[src/sv/u8u16_pkg.sv]
`default_nettype none

package u8u16_pkg;

	localparam int MAX_UNITS = 4;
	localparam int QUEUE_DEPTH = 2;

	// high byte of an escaped raw byte, 0xdc00 + byte
	localparam logic [7:0] ESC_HI = 8'hDC;

	localparam logic [2:0] LEN_NONE = 3'd0;
	localparam logic [2:0] LEN_TWO = 3'd2;
	localparam logic [2:0] LEN_THREE = 3'd3;
	localparam logic [2:0] LEN_FOUR = 3'd4;

	typedef logic [15:0] unit_t;

	// one accepted byte worth of output units
	typedef struct packed {
		logic [2:0] n;
		logic last;
		unit_t [MAX_UNITS-1:0] unit;
	} job_t;

	function automatic unit_t esc_unit(input logic [7:0] b);
		return {ESC_HI, b};
	endfunction

	function automatic logic [2:0] lead_len(input logic [7:0] b);
		logic [2:0] len;
		len = LEN_NONE;
		if (b[7:5] == 3'b110) begin
			len = LEN_TWO;
		end else if (b[7:4] == 4'b1110) begin
			len = LEN_THREE;
		end else if (b[7:3] == 5'b11110) begin
			len = LEN_FOUR;
		end
		return len;
	endfunction

endpackage

`default_nettype wire

[src/sv/u8u16_front.sv]
`default_nettype none

module u8u16_front (
	input  wire logic              clk,
	input  wire logic              arst_n,
	input  wire logic              in_valid,
	output logic                   in_stall,
	input  wire logic [7:0]        byte_in,
	input  wire logic              last_byte,
	input  wire logic              q_full,
	output logic                   push,
	output u8u16_pkg::job_t        job
);
	import u8u16_pkg::*;

	logic [7:0] pend_q [3];
	logic [7:0] pend_n [3];
	logic [1:0] cnt_q, cnt_n;
	logic [2:0] elen_q, elen_n;
	logic       accept;
	logic       seq_idle;
	logic       is_cont;
	logic       do_start;
	logic       bad_cp;
	logic [20:0] cp;
	logic [20:0] cp_min;
	logic [20:0] adj;
	logic [2:0] start_len;
	logic [2:0] n;
	unit_t [MAX_UNITS-1:0] units;

	assign in_stall = q_full;
	assign accept = in_valid && !q_full;

	// code point assembly for a sequence that completes with this byte
	always_comb begin
		unique case (elen_q)
			LEN_TWO: begin
				cp = {10'd0, pend_q[0][4:0], byte_in[5:0]};
				cp_min = 21'h00080;
			end
			LEN_THREE: begin
				cp = {5'd0, pend_q[0][3:0], pend_q[1][5:0], byte_in[5:0]};
				cp_min = 21'h00800;
			end
			default: begin
				cp = {pend_q[0][2:0], pend_q[1][5:0], pend_q[2][5:0], byte_in[5:0]};
				cp_min = 21'h10000;
			end
		endcase
		bad_cp = (cp < cp_min) || (cp > 21'h10FFFF) ||
			((cp >= 21'h00D800) && (cp <= 21'h00DFFF));
		adj = cp - 21'h10000;
	end

	always_comb begin
		n = 3'd0;
		units = '0;
		pend_n = pend_q;
		cnt_n = cnt_q;
		elen_n = elen_q;
		do_start = 1'b0;
		start_len = lead_len(byte_in);
		seq_idle = (cnt_q == 2'd0) || (elen_q < LEN_TWO) || (elen_q > LEN_FOUR) ||
			({1'b0, cnt_q} >= elen_q);
		is_cont = (byte_in[7:6] == 2'b10);

		if (seq_idle) begin
			cnt_n = 2'd0;
			elen_n = LEN_NONE;
			do_start = 1'b1;
		end else if (!is_cont) begin
			for (int i = 0; i < 3; i++) begin
				if (2'(i) < cnt_q) begin
					units[n[1:0]] = esc_unit(pend_q[i]);
					n = n + 3'd1;
				end
			end
			cnt_n = 2'd0;
			elen_n = LEN_NONE;
			do_start = 1'b1;
		end else if (({1'b0, cnt_q} + 3'd1) == elen_q) begin
			cnt_n = 2'd0;
			elen_n = LEN_NONE;
			if (bad_cp) begin
				for (int i = 0; i < 3; i++) begin
					if (2'(i) < cnt_q) begin
						units[n[1:0]] = esc_unit(pend_q[i]);
						n = n + 3'd1;
					end
				end
				units[n[1:0]] = esc_unit(byte_in);
				n = n + 3'd1;
			end else if (cp[20:16] == 5'd0) begin
				units[n[1:0]] = cp[15:0];
				n = n + 3'd1;
			end else begin
				// surrogate pair
				units[n[1:0]] = {6'b110110, adj[19:10]};
				n = n + 3'd1;
				units[n[1:0]] = {6'b110111, adj[9:0]};
				n = n + 3'd1;
			end
		end else begin
			for (int i = 0; i < 3; i++) begin
				if (cnt_q == 2'(i)) begin
					pend_n[i] = byte_in;
				end
			end
			cnt_n = cnt_q + 2'd1;
		end

		if (do_start) begin
			if (!byte_in[7]) begin
				units[n[1:0]] = {8'h00, byte_in};
				n = n + 3'd1;
			end else if (start_len != LEN_NONE) begin
				pend_n[0] = byte_in;
				cnt_n = 2'd1;
				elen_n = start_len;
			end else begin
				units[n[1:0]] = esc_unit(byte_in);
				n = n + 3'd1;
			end
		end

		// end of name: escape whatever is still held
		if (last_byte && (cnt_n != 2'd0)) begin
			for (int i = 0; i < 3; i++) begin
				if (2'(i) < cnt_n) begin
					units[n[1:0]] = esc_unit(pend_n[i]);
					n = n + 3'd1;
				end
			end
			cnt_n = 2'd0;
			elen_n = LEN_NONE;
		end
	end

	assign push = accept && (n != 3'd0);
	assign job.n = n;
	assign job.last = last_byte;
	assign job.unit = units;

	always_ff @(posedge clk or negedge arst_n) begin
		if (!arst_n) begin
			cnt_q <= 2'd0;
			elen_q <= LEN_NONE;
		end else if (accept) begin
			cnt_q <= cnt_n;
			elen_q <= elen_n;
		end
	end

	always_ff @(posedge clk) begin
		if (accept) begin
			pend_q <= pend_n;
		end
	end

endmodule

`default_nettype wire

[src/sv/u8u16_fifo.sv]
`default_nettype none

module u8u16_fifo (
	input  wire logic            clk,
	input  wire logic            arst_n,
	input  wire logic            push,
	input  wire u8u16_pkg::job_t wr_data,
	output logic                 full,
	input  wire logic            pop,
	output logic                 rd_valid,
	output u8u16_pkg::job_t      rd_data
);
	import u8u16_pkg::*;

	job_t       mem_q [QUEUE_DEPTH];
	logic       wr_ptr_q;
	logic       rd_ptr_q;
	logic [1:0] cnt_q;

	assign full = (cnt_q == 2'(QUEUE_DEPTH));
	assign rd_valid = (cnt_q != 2'd0);
	assign rd_data = mem_q[rd_ptr_q];

	always_ff @(posedge clk or negedge arst_n) begin
		if (!arst_n) begin
			wr_ptr_q <= 1'b0;
			rd_ptr_q <= 1'b0;
			cnt_q <= 2'd0;
		end else begin
			if (push) begin
				wr_ptr_q <= !wr_ptr_q;
			end
			if (pop) begin
				rd_ptr_q <= !rd_ptr_q;
			end
			if (push && !pop) begin
				cnt_q <= cnt_q + 2'd1;
			end else if (pop && !push) begin
				cnt_q <= cnt_q - 2'd1;
			end
		end
	end

	always_ff @(posedge clk) begin
		if (push) begin
			mem_q[wr_ptr_q] <= wr_data;
		end
	end

endmodule

`default_nettype wire

[src/sv/u8u16_back.sv]
`default_nettype none

module u8u16_back (
	input  wire logic            clk,
	input  wire logic            arst_n,
	input  wire logic            q_valid,
	input  wire u8u16_pkg::job_t q_head,
	output logic                 pop,
	output logic                 out_valid,
	input  wire logic            out_stall,
	output logic [15:0]          code_unit,
	output logic                 run_last,
	output logic                 name_end
);
	import u8u16_pkg::*;

	logic [1:0] idx_q;
	logic       out_valid_q;
	unit_t      unit_q;
	logic       run_last_q;
	logic       name_end_q;
	logic       load;
	logic       is_last;

	assign load = q_valid && (!out_valid_q || !out_stall);
	assign is_last = ({1'b0, idx_q} + 3'd1) == q_head.n;
	assign pop = load && is_last;

	assign out_valid = out_valid_q;
	assign code_unit = unit_q;
	assign run_last = run_last_q;
	assign name_end = name_end_q;

	always_ff @(posedge clk or negedge arst_n) begin
		if (!arst_n) begin
			idx_q <= 2'd0;
			out_valid_q <= 1'b0;
		end else begin
			if (load) begin
				idx_q <= is_last ? 2'd0 : idx_q + 2'd1;
				out_valid_q <= 1'b1;
			end else if (!out_stall) begin
				out_valid_q <= 1'b0;
			end
		end
	end

	always_ff @(posedge clk) begin
		if (load) begin
			unit_q <= q_head.unit[idx_q];
			run_last_q <= is_last;
			name_end_q <= is_last && q_head.last;
		end
	end

	a_end_is_run_last: assert property (@(posedge clk) disable iff (!arst_n)
		out_valid && name_end |-> run_last)
		else $error("name_end without run_last");

	a_idx_in_job: assert property (@(posedge clk) disable iff (!arst_n)
		q_valid |-> ({1'b0, idx_q} < q_head.n) && (q_head.n <= 3'(MAX_UNITS)))
		else $error("unit index beyond job size");

	a_job_held: assert property (@(posedge clk) disable iff (!arst_n)
		load && !is_last |=> q_valid && (idx_q != 2'd0))
		else $error("job left queue before its last unit");

endmodule

`default_nettype wire

[src/sv/utf8_to_utf16_escape_decoder.sv]
`default_nettype none

// Strict UTF-8 to UTF-16 decoder that escapes undecodable bytes as 0xdc00 + byte.
// One byte is accepted per cycle as long as the queue between the decoder front
// and the unit sequencer has room; a byte that yields k code units (k = 0..4)
// is queued, if k is nonzero, until the back end, which emits one unit per cycle
// while out_stall is low, has loaded its last unit into the output register. The first
// unit of a byte is written to the queue and then registered in the output register.
// A two-entry queue absorbs multi-unit bursts so the input keeps flowing while the output catches up or is stalled.

module utf8_to_utf16_escape_decoder (
	input  wire logic        clk,
	input  wire logic        arst_n,
	input  wire logic        in_valid,
	output logic             in_stall,
	input  wire logic [7:0]  byte_in,
	input  wire logic        last_byte,
	output logic             out_valid,
	input  wire logic        out_stall,
	output logic [15:0]      code_unit,
	output logic             run_last,
	output logic             name_end
);
	import u8u16_pkg::*;

	logic q_full;
	logic push;
	logic pop;
	logic q_valid;
	job_t job;
	job_t q_head;

	u8u16_front u_front (
		.clk       (clk),
		.arst_n    (arst_n),
		.in_valid  (in_valid),
		.in_stall  (in_stall),
		.byte_in   (byte_in),
		.last_byte (last_byte),
		.q_full    (q_full),
		.push      (push),
		.job       (job)
	);

	u8u16_fifo u_fifo (
		.clk      (clk),
		.arst_n   (arst_n),
		.push     (push),
		.wr_data  (job),
		.full     (q_full),
		.pop      (pop),
		.rd_valid (q_valid),
		.rd_data  (q_head)
	);

	u8u16_back u_back (
		.clk       (clk),
		.arst_n    (arst_n),
		.q_valid   (q_valid),
		.q_head    (q_head),
		.pop       (pop),
		.out_valid (out_valid),
		.out_stall (out_stall),
		.code_unit (code_unit),
		.run_last  (run_last),
		.name_end  (name_end)
	);

endmodule

`default_nettype wire

[config.mk]
export PLATFORM = sky130hd
export DESIGN_NAME = utf8_to_utf16_escape_decoder
export DESIGN_NICKNAME = d
export VERILOG_FILES = /design/src/sv/u8u16_pkg.sv /design/src/sv/u8u16_front.sv /design/src/sv/u8u16_fifo.sv /design/src/sv/u8u16_back.sv /design/src/sv/utf8_to_utf16_escape_decoder.sv
export SDC_FILE = /design/constraint.sdc
export NUM_CORES = 1
export LEC_CHECK = 0
export BUFFER_PORTS_ARGS = -buffer_cell sky130_fd_sc_hd__buf_2
export CAP_MARGIN = 20
export CORE_ASPECT_RATIO = 1.5
export CORE_MARGIN = 4
export CORE_UTILIZATION = 50
export DETAILED_ROUTE_END_ITERATION = 7
export PLACE_DENSITY_LB_ADDON = 0.08
export SLEW_MARGIN = 15
export SYNTH_ARGS = -nofsm -noshare
export SYNTH_HDL_FRONTEND = slang
export SYNTH_HIERARCHICAL = 1
export SYNTH_SLANG_ARGS = --single-unit
[constraint.sdc]
create_clock -name clk -period 11.61 [get_ports clk]
set_input_delay 0 -clock clk [delete_from_list [all_inputs] [get_ports clk]]
set_output_delay 0 -clock clk [all_outputs]
set_load 0.005 [all_outputs]
==> PnR_summary.wiki <==
{| class="wikitable"
! Metric !! Value
|-
| Run status || finished clean
|-
| Post-Place Cells || 1302
|-
| Leak Pwr || 4.462 nW
|-
| Most numerous cell on the critical path || sky130_fd_sc_hd__ha_1
|-
| Starting density of the core || 0.5070
|-
| Core region area || 22970 um2
|-
| FF-to-FF path depth || 25
|-
| Count of yosys warnings during synthesis || 6
|-
| Global-route wire length before repair || 52540 um
|-
| Routed length per placed instance || 25.71 um
|-
| Highest-delay cell along the critical path || sky130_fd_sc_hd__a2111oi_0
|-
| CTS root buffer || sky130_fd_sc_hd__clkbuf_16
|-
| Element type at the critical path end || flop
|-
| Clock sink count || 190
|-
| DR DRC count || 0
|-
| Final critical path time including I/O delays and setup || 8.772 ns
|-
| Count of cells resized by post-cts repair || 0
|-
| Sum of routed wire length over all layers || 34400 um
|-
| Port-buffer cells || 32
|-
| Area growth, synth to finish || 6.414%
|-
| Category of the worst setup path launch point || flop
|-
| Largest net degree at the start of global routing || 63
|-
| Clock-pin slew of the registers on the worst-case setup and hold paths || 0.08 ns
|-
| Cell family contributing the most delay on the critical path || compound AO/OA/AOI/OAI gates
|-
| Async set-reset flop share out of synthesis || 0.06316
|-
| Final setup viols || 0
|-
| Number of I/O pins || 33
|-
| Width of the die || 132.6 um
|-
| Number of post-CTS setup repair buffers || 0
|-
| Placed Instance Area || 11800 um2
|-
| Total global routing track utilization || 0.2670
|-
| Number of clock buffers inserted by TritonCTS || 17
|-
| Maximum clock rate || 114.0 MHz
|-
| Net count of the finished layout || 1086
|-
| Highest cell delay on the worst timing path || 0.87 ns
|-
| Worst slew margin relative to its limit || 0.2290
|-
| Die Outline Area || 25850 um2
|-
| Distinct cell type count of the synthesized netlist || 79
|-
| RSZ-0062 raised after global routing || false
|-
| Clock buffer depth || 2
|-
| Path type of the worst min-delay path || in2async
|-
| Count of pins over their slew limit || 0
|-
| Remaining global-route overflow || 0
|-
| HPWL after detailed placement || 24950 um
|-
| Data arrival time of the critical path || 8.84 ns
|-
| Post-route standard cell area excluding fillers || 12390 um2
|-
| Power Density || 192.9 nW/um2
|-
| Number of cell rows || 68
|-
| Worst Path Required || 11.67 ns
|-
| Clock tree from TritonCTS || yes
|-
| Routability congestion estimate from global placement || 0.9540
|-
| Setup tns final || 0 ns
|-
| Mean area per synthesized cell || 10.93 um2
|-
| Reg-to-Reg End || u_fifo/mem_q[1][49]
|-
| Pin slew with the least headroom to its limit || 1.144 ns
|-
| Antenna Nets Post-Route || 0
|-
| Post-synth EDFFs || 178
|-
| Antenna violations before repair || 0
|-
| Per-cell via count in the routed design || 6.601
|-
| Largest fanout on the critical path || 45
|-
| Sum of buffers and inverters on the critical path || 3
|-
| Setup CP Type || reg2reg
|-
| Most instantiated flip-flop cell in the synthesis netlist || sky130_fd_sc_hd__edfxtp_1
|-
| Gate count after technology mapping || 1066
|-
| Share of layout cells above drive strength 1 || 0.1730
|-
| Final core utilization || 0.5395
|-
| Final hold vios || 0
|-
| Number of global-route vias before repair || 8583
|-
| Non-filler instance count after layout || 1338
|-
| Number of diodes || 0
|-
| Mapped Area || 11650 um2
|-
| Max-cap check violation count || 0
|-
| Final worst clock skew || 0.01779 ns
|-
| Seq cells post-synth || 190
|-
| Reg2reg start || u_front/elen_q[1]
|-
| Clock insertion delay at the later pin of the skew report || 0.44 ns
|-
| Part of the cycle the worst path needs || 0.7556
|-
| CTS H-tree lvls || 4
|-
| 1st-iter DRT viols || 864
|-
| Count of TritonRoute iterations in the first routing pass || 5
|-
| Largest voltage drop on the vdd net || 96.67 uV
|-
| Die Span Y || 194.9 um
|-
| R2R setup slack || 2.84 ns
|-
| Total vias in the final route || 8832
|-
| Sequential cell area fraction in the yosys report || 0.4847
|}
==> where the power goes <==
part           internal [mW]  leakage, nW  switching, mW
Clock                  0.283        0.263          0.274
Combinational          0.339         2.36          0.431
Sequential             0.963         1.84          0.101
==> worst register-to-register path: cells and delay by family (launching register included) <==
| family | cells | cell delay (ns) |
|---|---|---|
| AOI/OAI and AO/OA | 8 | 2.60 |
| and+or+nand+nor | 8 | 2.42 |
| adders and majority gates | 4 | 1.15 |
| muxes | 2 | 0.88 |
| buffers and inverters | 3 | 0.82 |
| DFF | 1 | 0.53 |
==> layer usage <==
layer | vias up | wire, um | track usage
li1 | 4003 | - | -
met1 | 4257 | 13480 | 0.3277
met2 | 445 | 17080 | 0.4562
met3 | 127 | 1990 | 0.03988
met4 | 0 | 1855 | 0.1364
met5 | - | 0 | 0
==> cells in the final DEF, fill, tap and decap left out, types with 7 or more instances in the layout <==
cell / netlist / routed
sky130_fd_sc_hd__nand3_1: 40 / 40
sky130_fd_sc_hd__o21ai_0: 51 / 51
sky130_fd_sc_hd__clkbuf_16: 0 / 17
sky130_fd_sc_hd__a21oi_1: 75 / 75
sky130_fd_sc_hd__a31oi_1: 16 / 16
sky130_fd_sc_hd__mux2_2: 63 / 63
sky130_fd_sc_hd__a21o_1: 9 / 9
sky130_fd_sc_hd__nor2_1: 58 / 58
sky130_fd_sc_hd__and2_1: 16 / 15
sky130_fd_sc_hd__nand2_1: 103 / 103
sky130_fd_sc_hd__o221ai_1: 11 / 11
sky130_fd_sc_hd__ha_1: 28 / 28
sky130_fd_sc_hd__buf_2: 16 / 32
sky130_fd_sc_hd__o211ai_1: 29 / 29
sky130_fd_sc_hd__inv_1: 42 / 42
sky130_fd_sc_hd__nor4_1: 7 / 7
sky130_fd_sc_hd__mux2_4: 11 / 11
sky130_fd_sc_hd__conb_1: 1 / 7
sky130_fd_sc_hd__xor2_1: 9 / 9
sky130_fd_sc_hd__a221oi_1: 9 / 9
sky130_fd_sc_hd__nor2b_1: 8 / 7
sky130_fd_sc_hd__mux2i_1: 20 / 20
sky130_fd_sc_hd__dfrtp_1: 12 / 11
sky130_fd_sc_hd__mux4_1: 7 / 7
sky130_fd_sc_hd__mux4_2: 9 / 9
sky130_fd_sc_hd__a211oi_1: 9 / 9
sky130_fd_sc_hd__nand2b_1: 9 / 9
sky130_fd_sc_hd__nor3_1: 14 / 13
sky130_fd_sc_hd__edfxtp_1: 178 / 178
sky130_fd_sc_hd__o22ai_1: 14 / 14
sky130_fd_sc_hd__buf_4: 21 / 17
==> registers in the layout, summed over array words and instances (netlist names) <==
name / count
u_fifo/mem_q: 136
u_back/idx_q: 2
u_back/run_last: 1
u_back/name_end: 1
u_fifo/wr_ptr_q: 1
u_fifo/rd_ptr_q: 1
u_back/code_unit: 16
u_front/elen_q: 3
u_front/cnt_q: 2
u_fifo/cnt_q: 2
u_back/out_valid: 1
u_front/pend_q: 24
==> per-stage QoR <==
step	worst slack (ns)	power, mW	hold WS (ns)
4_1_cts	3.020	2.406	0.003308
5_1_grt	2.258	2.508	0.03256
6_report	2.838	2.391	0.01842
3_3_place_gp	3.219	1.844	-0.07272
3_5_place_dp	3.055	1.849	-0.06885
2_1_floorplan	2.355	1.646	-0.2956
==> kinds of logic after synthesis <==
group                    after synthesis  share of synthesized area
AO/OA/AOI/OAI                        296                     0.1702
AND/OR/NAND/NOR                      284                     0.1161
flip-flops                           190                     0.4847
buffers and inverters                142                    0.05984
multiplexers                         110                     0.1255
adder cells (fa/ha/maj)               28                    0.03008
XOR/XNOR                              15                    0.01322
other                                  1                  0.0003220
==> synth_stat cells, drive strengths merged (15+ instances only) <==
cell type    n  area [um2]
edfxtp     178        5345
mux4        16       386.6
clkbuf      52       195.2
a21oi       76       384.1
inv         43       161.4
nor3        15       80.08
and2        17       106.4
mux2        74       874.6
ha          28       350.3
nor2        59       229.0
nand2      103       386.6
o211ai      29       217.7
o21ai       57       285.3
mux2i       20       200.2
nand3       40       200.2
a31oi       17       121.4
buf         47       340.3
==> worst max path at each step <==
stage                                 start             endpoint  slack (ns)  cells past startpoint
after global routing      u_front/elen_q[1]  u_fifo/mem_q[1][35]        2.26                     25
after global placement    u_front/elen_q[1]  u_fifo/mem_q[1][48]        3.22                     24
after detailed placement  u_front/elen_q[1]  u_fifo/mem_q[1][32]        3.05                     25
after floorplan           u_front/elen_q[2]   u_fifo/mem_q[0][0]        2.36                     31
final                     u_front/elen_q[1]  u_fifo/mem_q[1][49]        2.84                     25
after CTS                 u_front/elen_q[1]  u_fifo/mem_q[1][35]        3.02                     25
==> timing repair <==
action,in CTS,in global routing
hold endpoints to repair,19,0
setup endpoints to repair,0,0
hold buffers,4,0
==> cell type report <==
cell class / instances / area (um2)
Fill cell: 2039 / 10580
Sequential cell: 190 / 5647
Multi-Input combinational cell: 740 / 5350
Clock buffer: 18 / 429.2
Tap cell: 280 / 350.3
Timing Repair Buffer: 53 / 327.8
Inverter: 43 / 161.4
Clock inverter: 14 / 127.6
(Power assumes the default switching activity.)
